### src/rtl/core/pis_pkg.sv
// shared constants, types and the cordic angle table for the point-in-sector test
// no dependencies; used by every module under rtl/core
package pis_pkg;

   // data path sizing
   localparam int COORD_BITS    = 16;
   localparam int ANGLE_BITS    = 16;
   localparam int CORDIC_STAGES = 16;
   localparam int GUARD_BITS    = 8;
   localparam int FIELD_BITS    = 16;
   localparam int RADIUS_BITS   = 16;
   localparam int TABLE_LEN     = 24;
   localparam int TABLE_SEL_BITS = 5;

   // cordic vector width: sign, coordinate difference, guard bits, gain headroom
   localparam int XY_BITS     = COORD_BITS + GUARD_BITS + 4;
   localparam int ANGLE_SHIFT = 32 - ANGLE_BITS;
   localparam int SQ_BITS     = 2 * RADIUS_BITS;
   localparam int CLOSE_BITS  = (COORD_BITS + 1 > RADIUS_BITS) ? COORD_BITS + 1 : RADIUS_BITS;
   localparam int CMP_BITS    = (ANGLE_BITS + 1 > FIELD_BITS + 1) ? ANGLE_BITS + 1
                                                                  : FIELD_BITS + 1;

   // register indexes of the configuration port
   localparam int CSR_INDEX_BITS = 1;
   localparam logic [CSR_INDEX_BITS-1:0] CSR_VIEW_RADIUS = 1'b0;
   localparam logic [CSR_INDEX_BITS-1:0] CSR_VIEW_WIDTH  = 1'b1;

   // reset values of the configuration registers
   localparam logic [FIELD_BITS-1:0] VIEW_RADIUS_RESET = 16'd100;
   localparam logic [FIELD_BITS-1:0] VIEW_WIDTH_RESET  = 16'd10923;

   // atan(2^-i) with a full turn of 2^32
   localparam logic [31:0] ATAN_TURN32 [TABLE_LEN] = '{
      32'd536870912, 32'd316933406, 32'd167458907, 32'd85004756, 32'd42667331,
      32'd21354465,  32'd10679838,  32'd5340245,   32'd2670163,  32'd1335087,
      32'd667544,    32'd333772,    32'd166886,    32'd83443,    32'd41722,
      32'd20861,     32'd10430,     32'd5215,      32'd2608,     32'd1304,
      32'd652,       32'd326,       32'd163,       32'd81
   };

   // stage angle rounded half up to the angle width
   function automatic logic [ANGLE_BITS-1:0] stage_angle(input logic [TABLE_SEL_BITS-1:0] sel);
      logic [32:0] t;
      t = {1'b0, ATAN_TURN32[sel]} + (33'd1 << (ANGLE_SHIFT - 1));
      return ANGLE_BITS'(t >> ANGLE_SHIFT);
   endfunction

   // side information that rides along the cordic pipeline
   typedef struct packed {
      logic                  zero;
      logic                  in_range;
      logic [ANGLE_BITS-1:0] facing;
   } tag_type;

   // one cordic lane
   typedef struct packed {
      logic signed [XY_BITS-1:0] x;
      logic signed [XY_BITS-1:0] y;
      logic [ANGLE_BITS-1:0]     z;
      tag_type                   tag;
   } cordic_type;

   // one result item
   typedef struct packed {
      logic                         in_view;
      logic                         in_range;
      logic signed [FIELD_BITS-1:0] angle_offset;
   } rsp_type;

endpackage

### src/rtl/core/pis_front.sv
// front end: coordinate differences, exact range test and cordic pre-rotation
// four register stages; uses pis_pkg
module pis_front (
   input  logic                                   clock,
   input  logic                                   reset,
   input  logic                                   en,
   input  logic                                   in_valid,
   input  logic signed [pis_pkg::COORD_BITS-1:0]  point_x,
   input  logic signed [pis_pkg::COORD_BITS-1:0]  point_y,
   input  logic signed [pis_pkg::COORD_BITS-1:0]  center_x,
   input  logic signed [pis_pkg::COORD_BITS-1:0]  center_y,
   input  logic [pis_pkg::FIELD_BITS-1:0]         facing_angle,
   input  logic [pis_pkg::FIELD_BITS-1:0]         view_radius,
   output logic                                   out_valid,
   output pis_pkg::cordic_type                    out_data
);

   localparam int C = pis_pkg::COORD_BITS;
   localparam int A = pis_pkg::ANGLE_BITS;
   localparam int R = pis_pkg::RADIUS_BITS;

   // stage 1 registers
   logic                  f1_valid_ff;
   logic signed [C:0]     f1_dx_ff, f1_dx_in;
   logic signed [C:0]     f1_dy_ff, f1_dy_in;
   logic [A-1:0]          f1_facing_ff;

   // stage 2 registers
   logic                  f2_valid_ff;
   logic [R-1:0]          f2_sx_ff, f2_sx_in;
   logic [R-1:0]          f2_sy_ff, f2_sy_in;
   logic                  f2_close_ff, f2_close_in;
   logic signed [C+1:0]   f2_x0_ff, f2_x0_in;
   logic signed [C+1:0]   f2_y0_ff, f2_y0_in;
   logic [A-1:0]          f2_z0_ff, f2_z0_in;
   logic                  f2_zero_ff, f2_zero_in;
   logic [A-1:0]          f2_facing_ff;

   // stage 3 registers
   logic                       f3_valid_ff;
   logic [pis_pkg::SQ_BITS-1:0] f3_sqx_ff, f3_sqy_ff, f3_rr_ff;
   logic                       f3_close_ff;
   logic signed [C+1:0]        f3_x0_ff, f3_y0_ff;
   logic [A-1:0]               f3_z0_ff;
   logic                       f3_zero_ff;
   logic [A-1:0]               f3_facing_ff;

   // stage 4 registers
   logic                  f4_valid_ff;
   logic                  f4_range_ff, f4_range_in;
   logic signed [C+1:0]   f4_x0_ff, f4_y0_ff;
   logic [A-1:0]          f4_z0_ff;
   logic                  f4_zero_ff;
   logic [A-1:0]          f4_facing_ff;

   logic [C:0]            ax, ay;
   logic signed [C+1:0]   dy_wide;
   logic signed [pis_pkg::XY_BITS-1:0] x_ext, y_ext;
   logic [pis_pkg::SQ_BITS:0] sq_sum;

   // differences, one bit wider than a coordinate
   assign f1_dx_in = $signed({point_x[C-1], point_x}) - $signed({center_x[C-1], center_x});
   assign f1_dy_in = $signed({point_y[C-1], point_y}) - $signed({center_y[C-1], center_y});

   // magnitudes, coarse range check and pre-rotation into the right half plane
   always_comb begin
      ax          = f1_dx_ff[C] ? (~f1_dx_ff + 1'b1) : f1_dx_ff;
      ay          = f1_dy_ff[C] ? (~f1_dy_ff + 1'b1) : f1_dy_ff;
      f2_close_in = (pis_pkg::CLOSE_BITS'(ax) <= pis_pkg::CLOSE_BITS'(view_radius)) &&
                    (pis_pkg::CLOSE_BITS'(ay) <= pis_pkg::CLOSE_BITS'(view_radius));
      f2_sx_in    = R'(ax);
      f2_sy_in    = R'(ay);
      dy_wide     = (C+2)'(f1_dy_ff);
      f2_x0_in    = $signed({1'b0, ax});
      f2_y0_in    = f1_dx_ff[C] ? -dy_wide : dy_wide;
      f2_z0_in    = f1_dx_ff[C] ? (A'(1) << (A - 1)) : '0;
      f2_zero_in  = (f1_dx_ff == '0) && (f1_dy_ff == '0);
   end

   // exact squared distance against squared radius
   assign sq_sum      = {1'b0, f3_sqx_ff} + {1'b0, f3_sqy_ff};
   assign f4_range_in = f3_close_ff && (sq_sum <= {1'b0, f3_rr_ff});

   // valid bits
   always_ff @(posedge clock) begin
      if (reset) begin
         f1_valid_ff <= 1'b0;
         f2_valid_ff <= 1'b0;
         f3_valid_ff <= 1'b0;
         f4_valid_ff <= 1'b0;
      end else if (en) begin
         f1_valid_ff <= in_valid;
         f2_valid_ff <= f1_valid_ff;
         f3_valid_ff <= f2_valid_ff;
         f4_valid_ff <= f3_valid_ff;
      end
   end

   // payload stages
   always_ff @(posedge clock) begin
      if (en) begin
         f1_dx_ff     <= f1_dx_in;
         f1_dy_ff     <= f1_dy_in;
         f1_facing_ff <= A'(facing_angle);

         f2_sx_ff     <= f2_sx_in;
         f2_sy_ff     <= f2_sy_in;
         f2_close_ff  <= f2_close_in;
         f2_x0_ff     <= f2_x0_in;
         f2_y0_ff     <= f2_y0_in;
         f2_z0_ff     <= f2_z0_in;
         f2_zero_ff   <= f2_zero_in;
         f2_facing_ff <= f1_facing_ff;

         f3_sqx_ff    <= f2_sx_ff * f2_sx_ff;
         f3_sqy_ff    <= f2_sy_ff * f2_sy_ff;
         f3_rr_ff     <= R'(view_radius) * R'(view_radius);
         f3_close_ff  <= f2_close_ff;
         f3_x0_ff     <= f2_x0_ff;
         f3_y0_ff     <= f2_y0_ff;
         f3_z0_ff     <= f2_z0_ff;
         f3_zero_ff   <= f2_zero_ff;
         f3_facing_ff <= f2_facing_ff;

         f4_range_ff  <= f4_range_in;
         f4_x0_ff     <= f3_x0_ff;
         f4_y0_ff     <= f3_y0_ff;
         f4_z0_ff     <= f3_z0_ff;
         f4_zero_ff   <= f3_zero_ff;
         f4_facing_ff <= f3_facing_ff;
      end
   end

   // scale up by the guard bits for the cordic
   always_comb begin
      x_ext                 = pis_pkg::XY_BITS'(f4_x0_ff);
      y_ext                 = pis_pkg::XY_BITS'(f4_y0_ff);
      out_data.x            = x_ext <<< pis_pkg::GUARD_BITS;
      out_data.y            = y_ext <<< pis_pkg::GUARD_BITS;
      out_data.z            = f4_z0_ff;
      out_data.tag.zero     = f4_zero_ff;
      out_data.tag.in_range = f4_range_ff;
      out_data.tag.facing   = f4_facing_ff;
   end

   assign out_valid = f4_valid_ff;

endmodule

### config.mk
export PLATFORM = sky130hd
export DESIGN_NAME = pis_front
export DESIGN_NICKNAME = d
export VERILOG_FILES = /design/src/rtl/core/pis_pkg.sv /design/src/rtl/core/pis_front.sv
export SDC_FILE = /design/constraint.sdc
export NUM_CORES = 2
export LEC_CHECK = 0
export BUFFER_PORTS_ARGS = -buffer_cell sky130_fd_sc_hd__buf_2
export CAP_MARGIN = 0
export CORE_ASPECT_RATIO = 1.4
export CORE_MARGIN = 4
export CORE_UTILIZATION = 25
export DETAILED_ROUTE_END_ITERATION = 6
export GPL_ROUTABILITY_DRIVEN = 1
export PLACE_DENSITY = 0.39
export SETUP_SLACK_MARGIN = 0.15
export SLEW_MARGIN = 20
export SYNTH_ARGS = -nofsm -noshare
export SYNTH_HDL_FRONTEND = slang
export SYNTH_SLANG_ARGS = --single-unit
### constraint.sdc
create_clock -name clock -period 8.1 [get_ports clock]
set_input_delay 0 -clock clock [delete_from_list [all_inputs] [get_ports clock]]
set_output_delay 0 -clock clock [all_outputs]
set_load 0.02 [all_outputs]
==> results.txt <==
- The count of nets left with antenna violations once routing finished came out at 0.
- Setup repair after global routing missed its margin: no
- Min Tclk post-route: 7170 ps
- Die Height: 462 um
- At the worst endpoint, the arrival time is 7510 ps.
- Placement row count: 166
* Worst-margin pin slew: 997 ps
- Detailed placement HPWL: 80.9 mm
* EDFF count, synth: 318
- The initial utilization of the core area, before any placement, comes to 0.252.
* Max-capacitance violation count: 0
- In this run the mean area of a mapped cell was 10.1 sq um.
- For this run, the leading register cell type out of synthesis is edfxtp_1.
* R2r setup slk: 930 ps
* Type of the worst setup path: reg2reg
- Critical Path Fanout Max: 14
* Clock tree from TritonCTS: built
* Share of post-route cells with drive strength above 1: 0.0705
- Number of instances in the synthesized netlist: 3635
- Of all flip-flops after synthesis, the portion carrying an async set or reset was 0.
- Stages on worst setup path: 20
- Initial antenna violation count: 2
- The signal on the critical path passes through inv_1, nor2_1, ha_1, xor2_1, fa_1, inv_1, fa_1, fa_1, fa_1, inv_1, fa_1, inv_1, ha_1, a22o_1, o41ai_1, a21oi_1, o311ai_0, a21boi_0, o41ai_1, xnor2_1.
- Post-CTS resize count: 0
- Die W: 333 um
- The worst hold path begins at center_x[12].
- Remaining global-route overflow: 0
- Share of synthesized area occupied by flip-flops and latches: 0.261
- The core region is 0.146 sq mm.
- Vias in the first global route: 27400
- After clock tree synthesis, the flow added hold-fix buffers numbering 105.
* Post-DR vias/cell: 4.23
* Unique cell type count in the Yosys netlist: 65
* Wire length of the first global-routing pass: 156 mm
* Area added between synthesis and finish: 14.6%
- The min-delay analysis places its worst path in the category in2reg.
- The flow ran to the end, and the final reports show no timing, DRC or antenna violations.
- Pin placement for this block handled 191 I/O pins.
* Crit. Startpoint: f2_sx_ff[3]
- The worst setup path is launched from a flop.
- Cts bufs inserted: 40
* Slowest cell on the critical path: edfxtp_1
- Entering global routing, the biggest net connects 132 pins.
- The pre-antenna-repair detailed-routing pass consisted of 4 iterations.
- Clock network latency to the later pin of the worst-skew pair: 620 ps
- Routability cong.: 0.857
- Synthesized flop and latch total: 322
- The kind of cell with the highest combined delay along the critical path is adder cells.
- Data on the critical path is required at its endpoint by 8450 ps.
- Number of DRC violations after detailed routing: 0
* Full die area: 0.154 sq mm
- During synthesis, Yosys emitted a total of 0 warnings.
- Final Cycle Share: 0.885
* Aggregate routed wire length: 99.1 mm
* Final Max Tran Viols: 0
- For the final database, setup skew stands at 27.9 ps.
* Final hold viol count: 0
* Sum of negative setup slack: 0 ps
- For this run, the top clock speed supported by timing is 140 MHz.
- Clock-pin slew was measured on the worst setup and hold paths at 70 ps.
- After filler insertion, the fill cell instance count of the layout stands at 15500.
- Level count of the clock H-tree: 2
* Post-CTS Setup Inserts: 0
- After detailed routing, the average wire length per cell comes to 16.9 um.
* Port Buffers: 156
- Clock buffer depth: 3
- Headroom to the max-slew limit: 0.318
- Post-layout nets: 4910
* Count of vias placed by the detailed router: 24800
* Reg-to-reg endpoint: f3_sqx_ff[28]
- Worst setup path end: f3_sqx_ff[28]
* CP peak stage delay: 710 ps
- In the global route stage, overall resource usage came out at 0.130.
- Post-synthesis cell area: 0.0369 sq mm
- DRT iter0 DRCs: 863
- Startpoint of the lowest-slack register-to-register path: f2_sx_ff[3]
* Depth of the worst register-to-register path: 20
* Master cell of the clock root buffer: clkbuf_16
* Library cell appearing most often on the critical path: fa_1
* CP Capture Type: flop
* Final setup violation count: 0
* Sinks on the clock net: 322
* Worst Path Buf+Inv: 4
- Top library cells by usage in the layout, fill and taps aside: inv_1 (853), fa_1 (488), ha_1 (436)
* Leading cell type in the layout, fill and taps excluded: inv_1
[layer usage]
layer,track usage,wire (um)
met3,0.0113,2350
met4,0.0425,3130
met2,0.253,54100
met1,0.148,39600
met5,0,0
[cell type report]
class | instances | area [sq um] | share of cell area
diodes | 3 | 7.51 | 0.000178
clock buffers | 47 | 1030 | 0.0243
clock inverters | 25 | 320 | 0.00758
inverters | 856 | 3210 | 0.0760
multi-input cells | 2382 | 23600 | 0.559
flip-flops and latches | 322 | 9630 | 0.228
well taps | 1932 | 2420 | 0.0572
repair buffers | 284 | 2030 | 0.0480
[how the worst min path moves through the flow]
stage,end,slack [ps],cells past startpoint
after global placement,f1_facing_ff[7],180,1
after global routing,f1_dx_ff[2],60,4
after floorplan,f1_valid_ff,70,1
after detailed placement,f1_facing_ff[3],180,1
after CTS,f1_dx_ff[10],8,5
final,f1_dx_ff[13],60,5
[cells by family (layout without fill, tap and decap cells)]
group,after synthesis,count (layout),synth area share
other,1,37,0.000102
buffers and inverters,964,1212,0.102
adder cells (fa/ha/maj),924,924,0.413
multiplexers,8,8,0.00231
AND/OR/NAND/NOR,804,804,0.103
flip-flops,322,322,0.261
XOR/XNOR,193,193,0.0458
AO/OA/AOI/OAI,419,419,0.0730
[state kept, by name, summed over array words and instances, names as in the netlist, 2 cells and up]
| signal | flops |
|---|---|
| f2_y0_ff | 17 |
| f1_dx_ff | 17 |
| f1_facing_ff | 16 |
| f4_x0_ff | 17 |
| f2_sx_ff | 15 |
| f4_y0_ff | 18 |
| f3_rr_ff | 31 |
| f3_y0_ff | 17 |
| f4_facing_ff | 16 |
| f2_sy_ff | 16 |
| f1_dy_ff | 17 |
| f2_x0_ff | 2 |
| f2_facing_ff | 16 |
| f3_sqx_ff | 31 |
| f3_facing_ff | 16 |
| f3_sqy_ff | 31 |
| f3_x0_ff | 16 |
[through the flow]
step / instance area (sq um) / utilization / hold WS, ps / instances / setup WS [ps]
after floorplan: 37000 / - / 72.4 / 3668 / 1710
after global placement: 39800 / 0.272 / 177 / 5671 / 1020
after detailed placement: 39800 / 0.272 / 178 / 5671 / 950
after CTS: 42200 / 0.288 / 7.60 / 5848 / 925
after global routing: 42300 / 0.289 / 64.7 / 5848 / 536
final: 42300 / 0.289 / 56.2 / 5851 / 933
[Yosys cell counts (5+ instances only)]
cell type | count | share of area
a211oi_1 | 13 | 0.0026
xnor2_1 | 156 | 0.037
o21bai_1 | 21 | 0.0043
o21a_1 | 16 | 0.0033
a31o_2 | 9 | 0.0021
nand3_1 | 32 | 0.0043
and2_1 | 99 | 0.017
nand4_1 | 26 | 0.0044
o211ai_1 | 5 | 0.0010
a31oi_1 | 11 | 0.0019
a21oi_1 | 129 | 0.018
nor3_1 | 41 | 0.0056
o41ai_1 | 9 | 0.0021
edfxtp_1 | 318 | 0.26
or3_4 | 6 | 0.0018
ha_1 | 436 | 0.15
nor2b_1 | 23 | 0.0039
or2_2 | 12 | 0.0020
a211o_1 | 5 | 0.0012
clkbuf_1 | 69 | 0.0070
nor4_1 | 5 | 0.00085
a21boi_0 | 8 | 0.0016
inv_1 | 853 | 0.087
fa_1 | 488 | 0.26
or3_1 | 16 | 0.0027
buf_4 | 38 | 0.0077
nand2b_1 | 24 | 0.0041
a21o_1 | 75 | 0.015
o31ai_1 | 11 | 0.0022
xor2_1 | 37 | 0.0088
and3_1 | 18 | 0.0031
o21ai_0 | 76 | 0.010
nor2_1 | 163 | 0.017
nand2_1 | 322 | 0.033
[worst reg2reg max path, stage by stage, from the launching register on]
cell	delay (ps)
edfxtp_1	710
inv_1	340
nor2_1	260
ha_1	290
xor2_1	190
fa_1	570
inv_1	60
fa_1	480
fa_1	510
fa_1	500
inv_1	50
fa_1	470
inv_1	40
ha_1	340
a22o_1	230
o41ai_1	480
a21oi_1	200
o311ai_0	490
a21boi_0	210
o41ai_1	390
xnor2_1	110
Power is left out: the tool's default activity adds up to more than one toggle a clock period on the data nets, which glitch-free logic cannot reach.
